File: src/rtl/frc_pkg.sv
`default_nettype none

package frc_pkg;

  localparam int LENGTH_BITS  = 24;
  localparam int OUT_LEN_BITS = 24;
  localparam int TYPE_BITS    = 3;
  localparam int OUT_FIELD_BITS = TYPE_BITS + 2 * OUT_LEN_BITS;
  localparam int OUT_DATA_BITS  = ((OUT_FIELD_BITS + 7) / 8) * 8;
  localparam int OUT_PAD_BITS   = OUT_DATA_BITS - OUT_FIELD_BITS;

  localparam logic [LENGTH_BITS-1:0]  LEN_MAX     = '1;
  localparam logic [LENGTH_BITS-1:0]  LEN_ONE     = LENGTH_BITS'(1);
  localparam logic [OUT_LEN_BITS-1:0] OUT_LEN_MAX = '1;

  localparam logic [7:0] CH_GT   = 8'h3E;
  localparam logic [7:0] CH_SEMI = 8'h3B;
  localparam logic [7:0] CH_DASH = 8'h2D;
  localparam logic [7:0] CH_STAR = 8'h2A;
  localparam logic [7:0] CH_LF   = 8'h0A;
  localparam logic [7:0] CH_NUL  = 8'h00;
  localparam logic [7:0] CH_U    = 8'h55;
  localparam logic [7:0] CH_T    = 8'h54;

  localparam logic STATUS_SUMMARY = 1'b0;
  localparam logic STATUS_ERROR   = 1'b1;

  localparam logic [TYPE_BITS-1:0] ST_UNKNOWN      = 3'd0;
  localparam logic [TYPE_BITS-1:0] ST_DNA          = 3'd1;
  localparam logic [TYPE_BITS-1:0] ST_RNA          = 3'd2;
  localparam logic [TYPE_BITS-1:0] ST_PROTEIN      = 3'd3;
  localparam logic [TYPE_BITS-1:0] ST_EXT_DNA     = 3'd4;
  localparam logic [TYPE_BITS-1:0] ST_EXT_RNA     = 3'd5;
  localparam logic [TYPE_BITS-1:0] ST_EXT_PROTEIN = 3'd6;

  typedef enum logic [3:0] {
    LK_NONE    = 4'b0001,
    LK_HEADER  = 4'b0010,
    LK_COMMENT = 4'b0100,
    LK_SEQ     = 4'b1000
  } line_kind_t;

  typedef struct packed {
    logic                   all_protein;
    logic                   all_nucleic;
    logic                   saw_uracil;
    logic                   saw_thymine;
    logic                   saw_nonbasic;
    logic [1:0]             ext_count;
    logic                   last_star;
    logic [LENGTH_BITS-1:0] char_count;
    logic [LENGTH_BITS-1:0] dash_count;
  } rec_t;

  localparam rec_t REC_CLEAR = '{
    all_protein:  1'b1,
    all_nucleic:  1'b1,
    saw_uracil:   1'b0,
    saw_thymine:  1'b0,
    saw_nonbasic: 1'b0,
    ext_count:    2'd0,
    last_star:    1'b0,
    char_count:   '0,
    dash_count:   '0
  };

  typedef struct packed {
    logic                    status;
    logic [TYPE_BITS-1:0]    seq_type;
    logic [OUT_LEN_BITS-1:0] gapped_length;
    logic [OUT_LEN_BITS-1:0] ungapped_length;
  } result_t;

  localparam result_t ERROR_RESULT = '{
    status:          STATUS_ERROR,
    seq_type:        ST_UNKNOWN,
    gapped_length:   '0,
    ungapped_length: '0
  };

  typedef struct packed {
    logic    emit;
    result_t result;
  } step_t;

  function automatic logic [7:0] to_upper(input logic [7:0] b);
    if (b >= "a" && b <= "z") begin
      return b - 8'd32;
    end
    return b;
  endfunction

  function automatic logic is_dropped(input logic [7:0] b);
    return (b == " ") || (b >= 8'd9 && b <= 8'd13) || (b >= "0" && b <= "9");
  endfunction

  function automatic logic is_protein(input logic [7:0] c);
    case (c)
      "A", "B", "C", "D", "E", "F", "G", "H", "I", "K", "L", "M", "N",
      "P", "Q", "R", "S", "T", "U", "V", "W", "Y", "Z", "X", "*", "-": return 1'b1;
      default: return 1'b0;
    endcase
  endfunction

  function automatic logic is_nucleic(input logic [7:0] c);
    case (c)
      "A", "C", "G", "T", "U", "R", "Y", "K", "M", "S", "W", "B", "H", "V", "N",
      "-": return 1'b1;
      default: return 1'b0;
    endcase
  endfunction

  function automatic logic is_basic(input logic [7:0] c);
    case (c)
      "A", "C", "G", "T", "U", "-": return 1'b1;
      default: return 1'b0;
    endcase
  endfunction

  function automatic logic is_ext_protein(input logic [7:0] c);
    case (c)
      "B", "U", "Z", "X", "*": return 1'b1;
      default: return 1'b0;
    endcase
  endfunction

  function automatic rec_t take_char(input rec_t r, input logic [7:0] c);
    rec_t n;
    n = r;
    if (!is_protein(c)) n.all_protein = 1'b0;
    if (!is_nucleic(c)) n.all_nucleic = 1'b0;
    if (c == CH_U) n.saw_uracil = 1'b1;
    if (c == CH_T) n.saw_thymine = 1'b1;
    if (!is_basic(c)) n.saw_nonbasic = 1'b1;
    if (is_ext_protein(c) && r.ext_count != 2'd2) n.ext_count = r.ext_count + 2'd1;
    n.last_star = (c == CH_STAR);
    if (c == CH_DASH) begin
      if (r.dash_count != LEN_MAX) n.dash_count = r.dash_count + LEN_ONE;
    end else begin
      if (r.char_count != LEN_MAX) n.char_count = r.char_count + LEN_ONE;
    end
    return n;
  endfunction

  function automatic logic [OUT_LEN_BITS-1:0] clamp_out(input logic [LENGTH_BITS-1:0] v);
    logic [32:0] w;
    w = 33'(v);
    if (w > 33'(OUT_LEN_MAX)) begin
      return OUT_LEN_MAX;
    end
    return w[OUT_LEN_BITS-1:0];
  endfunction

endpackage

`default_nettype wire

File: src/rtl/frc_classify.sv
`default_nettype none

module frc_classify (
  input  wire frc_pkg::rec_t    rec,
  output frc_pkg::result_t      summary
);

  logic [frc_pkg::LENGTH_BITS:0]   gap_sum;
  logic [frc_pkg::LENGTH_BITS-1:0] gapped;
  logic [frc_pkg::LENGTH_BITS-1:0] ungapped;
  logic [frc_pkg::TYPE_BITS-1:0]   seq_type;
  logic                            d;
  logic                            r;
  logic                            x;
  logic                            p;

  assign d = rec.saw_thymine;
  assign r = rec.saw_uracil;
  assign x = rec.saw_nonbasic;
  assign p = rec.all_protein;

  always_comb begin
    seq_type = frc_pkg::ST_UNKNOWN;
    if (p) begin
      if (rec.ext_count == 2'd0 || (rec.ext_count == 2'd1 && rec.last_star)) begin
        seq_type = frc_pkg::ST_PROTEIN;
      end else begin
        seq_type = frc_pkg::ST_EXT_PROTEIN;
      end
    end
    if (rec.all_nucleic) begin
      if (p && d && r) begin
        seq_type = seq_type;
      end else if (p && x) begin
        seq_type = frc_pkg::ST_UNKNOWN;
      end else if (d && !r && !x) begin
        seq_type = frc_pkg::ST_DNA;
      end else if (r && !d && !x) begin
        seq_type = frc_pkg::ST_RNA;
      end else if (d && x && !r) begin
        seq_type = frc_pkg::ST_EXT_DNA;
      end else if (r && x && !d) begin
        seq_type = frc_pkg::ST_EXT_RNA;
      end else begin
        seq_type = frc_pkg::ST_UNKNOWN;
      end
    end
  end

  assign gap_sum = {1'b0, rec.char_count} + {1'b0, rec.dash_count};
  assign gapped  = gap_sum[frc_pkg::LENGTH_BITS] ? frc_pkg::LEN_MAX
                                                 : gap_sum[frc_pkg::LENGTH_BITS-1:0];

  always_comb begin
    ungapped = rec.char_count;
    if (rec.last_star && rec.char_count != '0 && rec.char_count != frc_pkg::LEN_MAX) begin
      ungapped = rec.char_count - frc_pkg::LEN_ONE;
    end
  end

  assign summary.status          = frc_pkg::STATUS_SUMMARY;
  assign summary.seq_type        = seq_type;
  assign summary.gapped_length   = frc_pkg::clamp_out(gapped);
  assign summary.ungapped_length = frc_pkg::clamp_out(ungapped);

endmodule

`default_nettype wire

File: src/rtl/frc_parser.sv
`default_nettype none

module frc_parser (
  input  wire                clk,
  input  wire                rst,
  input  wire                step,
  input  wire  [7:0]         data_byte,
  input  wire                end_of_input,
  output frc_pkg::step_t     step_out
);

  logic                  at_line_start;
  logic                  at_line_start_next;
  frc_pkg::line_kind_t   line_kind;
  frc_pkg::line_kind_t   line_kind_next;
  logic                  record_open;
  logic                  record_open_next;
  logic                  error_hold;
  logic                  error_hold_next;
  frc_pkg::rec_t         rec;
  frc_pkg::rec_t         rec_next;
  frc_pkg::result_t      summary;
  logic [7:0]            upper;
  logic                  take;
  logic                  bad_start;

  frc_classify u_classify (
    .rec     (rec),
    .summary (summary)
  );

  assign upper     = frc_pkg::to_upper(data_byte);
  assign bad_start = data_byte != frc_pkg::CH_GT && data_byte != frc_pkg::CH_SEMI
                     && !record_open;

  always_comb begin
    at_line_start_next = at_line_start;
    line_kind_next     = line_kind;
    record_open_next   = record_open;
    error_hold_next    = error_hold;
    rec_next           = rec;
    step_out.emit      = 1'b0;
    step_out.result    = summary;
    take               = 1'b0;
    if (step) begin
      if (end_of_input) begin
        step_out.emit      = record_open && !error_hold;
        at_line_start_next = 1'b1;
        line_kind_next     = frc_pkg::LK_NONE;
        record_open_next   = 1'b0;
        error_hold_next    = 1'b0;
        rec_next           = frc_pkg::REC_CLEAR;
      end else if (!error_hold) begin
        if (at_line_start) begin
          at_line_start_next = 1'b0;
          if (data_byte == frc_pkg::CH_GT) begin
            step_out.emit    = record_open;
            rec_next         = frc_pkg::REC_CLEAR;
            record_open_next = 1'b1;
            line_kind_next   = frc_pkg::LK_HEADER;
          end else if (data_byte == frc_pkg::CH_SEMI) begin
            line_kind_next = frc_pkg::LK_COMMENT;
          end else if (bad_start) begin
            error_hold_next = 1'b1;
            step_out.emit   = 1'b1;
            step_out.result = frc_pkg::ERROR_RESULT;
          end else begin
            line_kind_next = frc_pkg::LK_SEQ;
          end
          if (!bad_start) begin
            if (data_byte == frc_pkg::CH_LF) begin
              at_line_start_next = 1'b1;
              line_kind_next     = frc_pkg::LK_NONE;
            end else if (line_kind_next == frc_pkg::LK_SEQ) begin
              take = 1'b1;
            end
          end
        end else if (data_byte == frc_pkg::CH_LF) begin
          at_line_start_next = 1'b1;
          line_kind_next     = frc_pkg::LK_NONE;
        end else if (line_kind == frc_pkg::LK_SEQ) begin
          take = 1'b1;
        end
      end
    end
    if (take) begin
      if (data_byte == frc_pkg::CH_NUL) begin
        line_kind_next = frc_pkg::LK_COMMENT;
      end else if (!frc_pkg::is_dropped(data_byte)) begin
        rec_next = frc_pkg::take_char(rec_next, upper);
      end
    end
  end

  always_ff @(posedge clk) begin
    if (rst) begin
      at_line_start <= 1'b1;
      line_kind     <= frc_pkg::LK_NONE;
      record_open   <= 1'b0;
      error_hold    <= 1'b0;
      rec           <= frc_pkg::REC_CLEAR;
    end else begin
      at_line_start <= at_line_start_next;
      line_kind     <= line_kind_next;
      record_open   <= record_open_next;
      error_hold    <= error_hold_next;
      rec           <= rec_next;
    end
  end

endmodule

`default_nettype wire

File: src/rtl/fasta_record_classifier_unit.sv
// Channel   Dir  tdata (low bit up)                           tuser    tlast
// s_axis    in   data_byte[7:0]                               -        end_of_input
// m_axis    out  seq_type[2:0], gapped_length[26:3],          status   -
//                ungapped_length[50:27], zero pad[55:51]
//
// One byte a cycle while the result is not stalled: an input register, then one pass of
// flag and counter logic into the result register.
// Synchronous active-high reset returns to line start with no record open.
// A stalled result blocks only the input register; one more request is still taken while it is empty.
`default_nettype none

module fasta_record_classifier_unit (
  input  wire                                clk,
  input  wire                                rst,
  input  wire                                s_axis_tvalid,
  output logic                               s_axis_tready,
  input  wire  [7:0]                         s_axis_tdata,  // data_byte
  input  wire                                s_axis_tlast,  // end_of_input
  output logic                               m_axis_tvalid,
  input  wire                                m_axis_tready,
  output logic [frc_pkg::OUT_DATA_BITS-1:0]  m_axis_tdata,  // seq_type, gapped, ungapped
  output logic                               m_axis_tuser   // status
);

  logic             s1_valid;
  logic [7:0]       s1_byte;
  logic             s1_end;
  logic             advance;
  logic             step;
  frc_pkg::step_t   step_out;
  frc_pkg::result_t m_result;

  assign advance       = !m_axis_tvalid || m_axis_tready;
  assign step          = s1_valid && advance;
  assign s_axis_tready = !s1_valid || advance;

  frc_parser u_parser (
    .clk          (clk),
    .rst          (rst),
    .step         (step),
    .data_byte    (s1_byte),
    .end_of_input (s1_end),
    .step_out     (step_out)
  );

  always_ff @(posedge clk) begin
    if (rst) begin
      s1_valid <= 1'b0;
    end else if (s_axis_tvalid && s_axis_tready) begin
      s1_valid <= 1'b1;
    end else if (advance) begin
      s1_valid <= 1'b0;
    end
  end

  always_ff @(posedge clk) begin
    if (s_axis_tvalid && s_axis_tready) begin
      s1_byte <= s_axis_tdata;
      s1_end  <= s_axis_tlast;
    end
  end

  always_ff @(posedge clk) begin
    if (rst) begin
      m_axis_tvalid <= 1'b0;
    end else if (advance) begin
      m_axis_tvalid <= step && step_out.emit;
    end
  end

  always_ff @(posedge clk) begin
    if (advance) begin
      m_result <= step_out.result;
    end
  end

  assign m_axis_tdata = {{frc_pkg::OUT_PAD_BITS{1'b0}}, m_result.ungapped_length,
                         m_result.gapped_length, m_result.seq_type};
  assign m_axis_tuser = m_result.status;

endmodule

`default_nettype wire

File: config.mk
export PLATFORM = sky130hd
export DESIGN_NAME = fasta_record_classifier_unit
export DESIGN_NICKNAME = d
export VERILOG_FILES = /design/src/rtl/frc_pkg.sv /design/src/rtl/frc_classify.sv /design/src/rtl/frc_parser.sv /design/src/rtl/fasta_record_classifier_unit.sv
export SDC_FILE = /design/constraint.sdc
export NUM_CORES = 1
export LEC_CHECK = 0
export BUFFER_PORTS_ARGS = -buffer_cell sky130_fd_sc_hd__buf_2
export CAP_MARGIN = 15
export CORE_MARGIN = 2
export CORE_UTILIZATION = 49
export DETAILED_ROUTE_END_ITERATION = 10
export HOLD_SLACK_MARGIN = 0.02
export PLACE_DENSITY_LB_ADDON = 0.1
export SYNTH_ARGS = -nofsm -noshare
export SYNTH_HDL_FRONTEND = slang
export SYNTH_SLANG_ARGS = --single-unit
File: constraint.sdc
create_clock -name clk -period 3.75 [get_ports clk]
set_input_delay 0.375 -clock clk [delete_from_list [all_inputs] [get_ports clk]]
set_output_delay 0.375 -clock clk [all_outputs]
set_load 0.05 [all_outputs]
==> metrics.yaml, run 1 <==
finish:
  insertedDiodeCount: 0
  layout-drive-gt1-share_pct: 15.1
  final_area_sq_um: 8760
  syn_to_final_growth_pct: 13.5
  final_nets: 951
  stdcell_count: 1130
  final_util_pct: 57.2
  layout_common_cells: "nor2_1, nand2_1, a21oi_1"
  final_common_cell: "nor2_1"
place:
  placed_cells: 1098
  gp_routability_congestion: 0.892
  dp_hpwl_mm: 13.8
  place_ws_ns: 0.466
  placed_area_sq_um: 8140
  port-buffer-count: 66
clock_tree:
  cts-root-buf: "clkbuf_16"
  path_clk_slew_ns: 0.06
  cts_buffers: 17
  cts_sinks: 126
  h-tree-depth: 4
  cts_tree: "yes"
  ctsHoldBuffers: 0
  clock_latency_ns: 0.42
  post_cts_buffers: 0
  cts_buffer_depth: 2
  ctsResizeCount: 0
status:
  status: "complete, no violations"
sta:
  tns_ns: 0
  maxSlewViolCount: 0
  worst_pin_slew_ns: 0.718
  finalCritPeriodShare_pct: 88.4
  relSlewSlack_pct: 50.9
  setup_viol_count_final: 0
  fin_crit_ns: 3.32
  fmax_mhz: 302
  finalHoldViolCount: 0
  final.setup.worst_slack_ns: 0.433
  grt_setup_unrepaired: "no"
  skew_ns: 0.00808
critical_path:
  path_max_fanout: 9
  worst_setup_path_start_kind: "register"
  critPathArrivalTime_ns: 3.47
  cp_slowest_cell: "dfxtp_1"
  critPathKind: "register to register"
  worst_path_largest_cell_delay_ns: 0.62
  worst_setup_path_end_kind: "register"
  cp_data_required_time_ns: 3.91
  critPathBufInv: 0
  cp_top_family: "compound AO/OA/AOI/OAI gates"
  path_cells: "ha_1, o211ai_1, o21ai_0, o211a_1, o21ai_0, o221ai_1, a21oi_1, xor2_1, a21oi_1"
logic_synthesis:
  synth_top_area_share_pct: 23.8
  synth_area_per_cell_sq_um: 9.00
  ys_seq_area_share_pct: 40.6
  netlist_area_sq_um: 7710
  synthFlopType: "dfxtp_1"
  syn_inst: 857
  synth_edf_count: 61
  ys_async_sr_fraction_pct: 0
  yosysWarnings: 0
  ys_types: 83
  synthTopCellsByArea: "edfxtp_1, dfxtp_1, nor2_1"
  ys_ff_latch: 126
  yosysTopAreaCell: "edfxtp_1"
floorplan:
  fp-row-count: 45
  die_h_microns: 129
  start_util_pct: 50.4
  io_pins: 72
  die_area_sq_um: 16800
  die_w_microns: 129
  core_area_sq_um: 15300
global_route:
  overflow: 0
  grt_pass1_vias: 6067
  grt_pass1_wl_mm: 30.6
  grt_max_degree: 54
  grt_use_total_pct: 23.5
  antenna_found_initial: 0
pwr:
  pwr-share-clk_pct: 50.5
  power_switching_mw: 0.784
  switching_share_pct: 23.5
  seqPwrFrac_pct: 44.3
  p_leak_nw: 3.59
  p_comb_share_pct: 5.2
  p_per_area_nw_per_um2: 381
  ir_drop_mv: 0.290
  p_int_mw: 2.55
detailed_routing:
  vias_per_cell: 5.69
  vias: 6431
  routedWlPerCell_microns: 16.8
  wirelength_mm: 19.0
  drcViolationCount: 0
  drt_iter0_markers: 465
  firstDrtPassIters: 5
  antenna_left: 0
flow_run:
  maxCapViolations: 0
worst_hold_path:
  min_path_type: "primary input to register"
-- power by group through the flow --
stage / registers, mW / clock network [mW] / logic [mW]
after floorplan: 1.54 / 0 / 0.0970
after global placement: 1.50 / 0 / 0.170
after detailed placement: 1.51 / 0 / 0.173
after CTS: 1.48 / 1.71 / 0.173
after global routing: 1.48 / 1.77 / 0.186
final: 1.48 / 1.69 / 0.173
-- routing by layer --
layer  routed length (microns)  global-route usage [%]
met5                         0                       0
met3                       755                    3.96
met1                      8740                    29.8
met4                       446                    9.87
met2                      9090                    39.7
-- Yosys cell counts (all sizes together) (3+ instances only) --
cell type    n
and4         7
xnor2       44
ha          31
buf         29
o21ai       21
nand2b      11
dfxtp       65
o21a         5
nor2b       17
or3          9
o22ai        3
or2          4
a31o         4
xor2        36
a22oi        4
and3        12
o211ai       5
nand2       77
nand3b       5
a21o        10
o41ai        6
nor2       107
a31oi        7
or4          4
nand4       13
nand3       34
a21oi       69
a211oi       6
nand4b       3
nor3        29
inv         26
clkbuf      20
nor4        16
nor3b        5
and2        13
mux2i        5
edfxtp      61
-- final cells by class --
cell class | count | area (sq um)
inverter | 26 | 97.6
fill | 1396 | 6560
sequential | 126 | 3130
timing repair buffer | 75 | 410
tap | 211 | 264
multi-input combinational | 660 | 4240
clock inverter | 12 | 134
clock buffer | 20 | 478
-- worst reg2reg max path, delay by kind of cell, from the launching register on --
kind | cells | cell delay [ns]
AOI/OAI and AO/OA | 7 | 1.81
DFF | 1 | 0.62
adders and majority gates | 1 | 0.38
xor gates and xnor gates | 1 | 0.24
-- per-stage QoR --
stage                     hold slack [ns]  total power [mW]
after floorplan                     0.474              1.64
after detailed placement            0.521              1.68
after CTS                           0.111              3.36
after global routing                0.114              3.43
final                               0.128              3.34
after global placement              0.513              1.67
-- flip-flops by register name, summed over array words and instances (netlist names) --
signal                  flops
u_parser.error_hold         1
u_parser.rec               56
m_axis_tdata               51
u_parser.line_kind          4
s1_end                      1
m_axis_tuser                1
u_parser.at_line_start      1
m_axis_tvalid               1
u_parser.record_open        1
s1_byte                     8
s1_valid                    1
-- worst paths after layout --
| check | endpoint | slack, ns | depth (start not counted) | startpoint |
|---|---|---|---|---|
| max | m_axis_tdata[24] | 0.43 | 9 | u_parser.rec[26] |
| min | s1_byte[7] | 0.13 | 1 | s_axis_tdata[7] |
| max reg2reg | m_axis_tdata[24] | 0.43 | 9 | u_parser.rec[26] |
| min reg2reg | s1_valid | 0.53 | 2 | s1_valid |
-- logic make-up (layout without fill, tap and decap cells) --
family / count (synthesis) / after routing / synth area share (%)
AO/OA/AOI/OAI: 161 / 161 / 13.7
flip-flops: 126 / 126 / 40.6
other: 1 / 5 / 0.0486
AND/OR/NAND/NOR: 377 / 377 / 26.0
multiplexers: 5 / 5 / 0.649
adder cells (fa/ha/maj): 32 / 32 / 5.29
buffers and inverters: 75 / 133 / 4.61
XOR/XNOR: 80 / 80 / 9.08
(Power assumes the default switching activity.)
==> run 2, diff against run 1 <==
--- a/config.mk
+++ b/config.mk
@@ -9,9 +9,11 @@
 export CAP_MARGIN = 15
 export CORE_MARGIN = 2
 export CORE_UTILIZATION = 49
+export CTS_CLUSTER_DIAMETER = 150
 export DETAILED_ROUTE_END_ITERATION = 10
 export HOLD_SLACK_MARGIN = 0.02
 export PLACE_DENSITY_LB_ADDON = 0.1
+export SKIP_LAST_GASP = 1
 export SYNTH_ARGS = -nofsm -noshare
 export SYNTH_HDL_FRONTEND = slang
 export SYNTH_SLANG_ARGS = --single-unit
==> constraint.sdc (replaced) <==
create_clock -name clk -period 3.25 [get_ports clk]
set_input_delay 0.325 -clock clk [delete_from_list [all_inputs] [get_ports clk]]
set_output_delay 0.325 -clock clk [all_outputs]
set_load 0.05 [all_outputs]
==> run 2 against run 1 <==
Worst setup slack lost 0.27 ns; register-to-register slack lost 0.27 ns; hold slack lost 0.041 ns; routed wire length shrank 0.50%; die area is the same; final cell count grew 1.7%; non-clock buffer count grew 19.
==> metrics.yaml, run 2 (synthesis gave the netlist of run 1 again) <==
global_route:
  grt_pass1_wl_mm: 30.5  # -0.45%
  grt_max_degree: 54  # unchanged
  met1_usage_pct: 29.1  # -0.76 points
  globalRouteMet2Util_pct: 40.0  # +0.34 points
  use_met3_pct: 4.17  # +0.21 points
  overflow: 0  # unchanged
  grt_pass1_vias: 6233  # +2.7%
  grt_use_total_pct: 23.1  # -0.37 points
  grt-busiest-layer: "met2"
  antenna_found_initial: 0  # unchanged
detailed_routing:
  vias_per_cell: 5.69  # about the same
  antenna_left: 0  # unchanged
  routedWlPerCell_microns: 16.5  # -2.1%
  drt_iter0_markers: 603  # +30%
  firstDrtPassIters: 5  # unchanged
  wirelength_mm: 18.9  # -0.50%
  vias: 6535  # +1.6%
  drcViolationCount: 0  # unchanged
sta:
  fin_crit_ns: 3.08  # -0.234 ns
  worst_pin_slew_ns: 0.701  # -0.0168 ns
  finalCritPeriodShare_pct: 94.9  # +6.4 points
  grt_setup_unrepaired: "no"
  setup_viol_count_final: 0  # unchanged
  skew_ns: 0.00725  # -0.000830 ns
  relSlewSlack_pct: 53.3  # +2.4 points
  finalHoldViolCount: 0  # unchanged
  tns_ns: 0  # unchanged
  holdWs_ns: 0.0867  # -0.0413 ns
  fmax_mhz: 324  # +7.6%
  maxSlewViolCount: 0  # unchanged
pwr:
  fin_total_pwr_mw: 4.03  # +21%
  ir_drop_mv: 0.347  # +20%
  p_per_area_nw_per_um2: 450  # +18%
  p_leak_nw: 3.72  # +3.4%
finish:
  largest_reg_flops: 56  # unchanged
  final_common_cell: "nor2_1"
  final_nets: 970  # +2.0%
  top_register: "u_parser.rec"
  layout_common_cells: "nor2_1, nand2_1, a21oi_1"
  insertedDiodeCount: 0  # unchanged
  seq_area_sq_um: 3140  # about the same
  multi_input_area_sq_um: 4250  # +0.30%
  layout-drive-gt1-share_pct: 16.8  # +1.7 points
  nFillCells: 1366  # -2.1%
  syn_to_final_growth_pct: 16.2
clock_tree:
  cts_buffers: 17  # unchanged
  ctsHoldBuffers: 0  # unchanged
  clock_latency_ns: 0.42  # about the same
  cts-root-buf: "clkbuf_16"
  h-tree-depth: 4  # unchanged
  cts_tree: "yes"
  cts_sinks: 126  # unchanged
  path_clk_slew_ns: 0.06  # about the same
  cts_buffer_depth: 2  # unchanged
critical_path:
  critPathArrivalTime_ns: 3.24  # -0.23 ns
  cp_data_required_time_ns: 3.41  # -0.50 ns
  critPathKind: "register to register"
  worst_setup_path_end_kind: "register"
  path_max_fanout: 6  # -3
  worst_setup_path_start_kind: "register"
flow_run:
  maxCapViolations: 0  # unchanged
place:
  dp_hpwl_mm: 13.7  # -0.43%
  gp_routability_congestion: 0.918  # +2.9%
  port-buffer-count: 66  # unchanged
floorplan:
  die_area_sq_um: 16800  # unchanged
  core_area_sq_um: 15300  # unchanged
  io_pins: 72  # unchanged
  start_util_pct: 50.4  # unchanged
  die_w_microns: 129  # unchanged
  fp-row-count: 45  # unchanged
  die_h_microns: 129  # unchanged
worst_hold_path:
  min_path_type: "primary input to register"
status:
  status: "complete, no violations"
## run 2: cell count changes in the layout (fill, tap and decap cells not counted), sizes merged
cell      delta
buf         +19
bufinv       +4
clkinvlp     -5
clkinv       +2
clkbuf       -1
## run 2: critical path, cell delays in order, from the launching register on
cell and delay [ns]:
dfxtp_1 0.40, ha_2 0.24, fa_1 0.46, a21o_1 0.22, a31o_2 0.26, nand4_1 0.13
nand3_1 0.15, a31oi_2 0.19, o21ai_0 0.16, a21oi_2 0.28, buf_4 0.16, buf_4 0.11
a21oi_1 0.06
## run 2: layer usage
metal,up-vias,part of all wire [%]
met1,3132,44
met3,27,4.6
met5,-,0
li1,3204,-
met4,0,1.6
met2,172,50
## run 2: metrics by stage
stage | area (sq um) | cells | utilization (%) | setup slack (ns)
after floorplan | 7730 | 861 | - | 0.0333
after global placement | 8280 | 1115 | 54.1 | 0.218
after detailed placement | 8280 | 1115 | 54.1 | 0.0937
after CTS | 8930 | 1147 | 58.3 | 0.0657
after global routing | 8960 | 1149 | 58.5 | 0.0141
final | 8960 | 1149 | 58.5 | 0.167
## run 2: report_power, final
part | total [mW] | switching, mW | internal (mW)
clock network | 2.12 | 0.692 | 1.43
logic | 0.218 | 0.162 | 0.0554
registers | 1.69 | 0.0119 | 1.68
total | 4.03 | 0.866 | 3.17
## run 2: cell type report
| class | count | area share (%) |
|---|---|---|
| clock buffer | 19 | 4.83 |
| inverter | 26 | 1.14 |
| timing repair buffer | 94 | 6.21 |
| tap | 211 | 2.95 |
| multi-input combinational | 660 | 47.4 |
| clock inverter | 13 | 2.43 |
| sequential | 126 | 35.0 |
## run 2: timing repair
action	CTS	global route
endpoints found under the setup margin	0	20
setup buffers	0	1
resized for setup	0	7
## run 2: worst paths after layout
| kind | from | to | slack (ns) | depth (start not counted) |
|---|---|---|---|---|
| worst max-delay path | u_parser.rec[24] | m_axis_tdata[24] | 0.17 | 12 |
| worst min-delay path | s_axis_tdata[2] | s1_byte[2] | 0.09 | 1 |
| worst max register to register | u_parser.rec[24] | m_axis_tdata[24] | 0.17 | 12 |
| worst min register to register | s1_valid | s1_valid | 0.55 | 2 |
==> run 3, diff against run 2 <==
--- a/config.mk
+++ b/config.mk
@@ -8,11 +8,13 @@
 export BUFFER_PORTS_ARGS = -buffer_cell sky130_fd_sc_hd__buf_2
 export CAP_MARGIN = 15
 export CORE_MARGIN = 2
-export CORE_UTILIZATION = 49
+export CORE_UTILIZATION = 30
 export CTS_CLUSTER_DIAMETER = 150
 export DETAILED_ROUTE_END_ITERATION = 10
+export GPL_ROUTABILITY_DRIVEN = 0
 export HOLD_SLACK_MARGIN = 0.02
 export PLACE_DENSITY_LB_ADDON = 0.1
+export SETUP_SLACK_MARGIN = 0.05
 export SKIP_LAST_GASP = 1
 export SYNTH_ARGS = -nofsm -noshare
 export SYNTH_HDL_FRONTEND = slang
==> run 3 against run 2 <==
Maximum frequency grew 3.1%; routed wire length grew 6.1%; clock power shrank 4%; sequential cell count is the same; power shrank 2.0%; cell area grew 2.1%; non-clock buffer count grew 9; register-to-register slack gained 0.09 ns; sequential power is essentially flat; critical path type unchanged; highest routed layer unchanged.
==> metrics.yaml, run 3 (synthesis gave the netlist of run 1 again) <==
floorplan:
  die_area_sq_um: 27000  # +61%
  die_w_microns: 164  # +27%
  io_pins: 72  # unchanged
  die_h_microns: 164  # +27%
  core_area_sq_um: 25200  # +64%
  start_util_pct: 30.6  # -20 points
  fp-row-count: 58  # +29%
critical_path:
  critPathArrivalTime_ns: 3.16  # -0.08 ns
  crit_path_start: "u_parser.rec[0]"
  path_max_fanout: 15  # +9
  timing.rr.end: "m_axis_tdata[16]"
  regToRegSetupSlack_ns: 0.26  # +0.09 ns
  worst_setup_path_start_kind: "register"
  worst_setup_path_end_kind: "register"
  ff2ff_path_depth: 11  # -1
  cp_data_required_time_ns: 3.42  # about the same
  timing.rr.start: "u_parser.rec[0]"
  critPathKind: "register to register"
finish:
  layout_common_cells: "nor2_1, nand2_1, a21oi_1"
  final_nets: 979  # +0.93%
  final_common_cell: "nor2_1"
  syn_to_final_growth_pct: 18.7
  stdcell_count: 1277  # +11%
  largest_reg_flops: 56  # unchanged
  layout-drive-gt1-share_pct: 17.8  # +1.0 points
  insertedDiodeCount: 0  # unchanged
  top_register: "u_parser.rec"
  final_util_pct: 36.3  # -22 points
place:
  placed_cells: 1245  # +12%
  port-buffer-count: 66  # unchanged
  place_ws_ns: 0.195  # +0.101 ns
  dp_hpwl_mm: 14.9  # +8.7%
detailed_routing:
  wirelength_mm: 20.1  # +6.1%
  vias_per_cell: 4.90  # -14%
  drt_iter0_markers: 317  # -47%
  vias: 6263  # -4.2%
  drcViolationCount: 0  # unchanged
  routedWlPerCell_microns: 15.7  # -4.5%
  antenna_left: 0  # unchanged
  firstDrtPassIters: 5  # unchanged
status:
  status: "complete, no violations"
clock_tree:
  ctsHoldBuffers: 0  # unchanged
  h-tree-depth: 4  # unchanged
  cts_tree: "yes"
  cts-root-buf: "clkbuf_16"
  ctsResizeCount: 0  # unchanged
  cts_buffers: 17  # unchanged
  cts_sinks: 126  # unchanged
  cts_buffer_depth: 2  # unchanged
  path_clk_slew_ns: 0.06  # about the same
  clock_latency_ns: 0.42  # about the same
  post_cts_buffers: 0  # unchanged
sta:
  finalHoldViolCount: 0  # unchanged
  fmax_mhz: 334  # +3.1%
  grt_setup_unrepaired: "no"
  setup_viol_count_final: 0  # unchanged
  final.setup.worst_slack_ns: 0.260  # +0.0936 ns
  relSlewSlack_pct: 52.0  # -1.2 points
  fin_crit_ns: 2.99  # -0.0936 ns
  maxSlewViolCount: 0  # unchanged
  tns_ns: 0  # unchanged
  worst_pin_slew_ns: 0.719  # +0.0184 ns
  finalCritPeriodShare_pct: 92.0  # -2.9 points
  skew_ns: 0.00731  # +0.0000609 ns
pwr:
  power_switching_mw: 0.982  # +13%
  pwr-share-clk_pct: 51.7  # -0.9 points
  switching_share_pct: 24.8  # +3.4 points
  p_int_mw: 2.97  # -6.2%
  p_comb_share_pct: 5.5  # about the same
  p_leak_nw: 3.77  # +1.5%
  fin_total_pwr_mw: 3.95  # -2.0%
  p_per_area_nw_per_um2: 432  # -4.0%
  ir_drop_mv: 0.256  # -26%
  seqPwrFrac_pct: 42.8  # +0.8 points
global_route:
  overflow: 0  # unchanged
  grt_pass1_vias: 6125  # -1.7%
  antenna_found_initial: 0  # unchanged
  grt_max_degree: 54  # unchanged
  grt_pass1_wl_mm: 32.9  # +8.1%
  grt_use_total_pct: 15.7  # -7.4 points
flow_run:
  maxCapViolations: 0  # unchanged
worst_hold_path:
  min_path_type: "primary input to register"
  hold_path_startpoint: "s_axis_tdata[1]"
  hold_end: "s1_byte[1]"
  hold_depth: 1  # unchanged
==> run 3: cell type report <==
class                           count  area, sq um
Multi-Input combinational cell    660         4240
Fill cell                        2632        16000
Timing Repair Buffer              103          637
Sequential cell                   126         3130
Clock inverter                     15          196
Clock buffer                       17          425
Tap cell                          330          413
Inverter                           26          103
==> run 3: critical path: stages (launching register included) <==
cell	delay, ns
dfxtp_1	0.36
ha_1	0.26
fa_1	0.48
a21o_1	0.23
a31o_2	0.26
nand4_1	0.13
nand3_1	0.12
a31oi_1	0.24
o21ai_0	0.16
a21oi_2	0.22
buf_6	0.19
a31oi_1	0.09
==> run 3: power by group through the flow <==
stage	clock network, mW	registers (mW)	logic, mW
after floorplan	0	1.78	0.112
after global placement	0	1.73	0.223
after detailed placement	0	1.73	0.221
after CTS	2.10	1.69	0.222
after global routing	2.16	1.69	0.238
final	2.04	1.69	0.218
==> run 3: through the flow <==
stage               cell area (sq um)  hold slack, ns
global placement                 8520           0.501
global route                     9150          0.0552
detailed placement               8520           0.503
CTS                              9140          0.0535
finish                           9150          0.0721
floorplan                        7730           0.424
==> run 3: how the worst max path moves through the flow <==
stage                       endpoint  cells after the start
floorplan           u_parser.rec[21]                     16
global placement    m_axis_tdata[18]                     11
detailed placement  m_axis_tdata[20]                     11
CTS                 m_axis_tdata[20]                     11
global route        m_axis_tdata[20]                     11
finish              m_axis_tdata[16]                     11
==> run 3: per-layer routing <==
metal | up-vias | part of all wire (%) | GRT usage (%)
met5 | - | 0 | 0
met4 | 0 | 1.7 | 5.30
met3 | 25 | 2.9 | 2.60
met2 | 109 | 48 | 26.1
met1 | 2904 | 48 | 20.5
li1 | 3225 | - | -
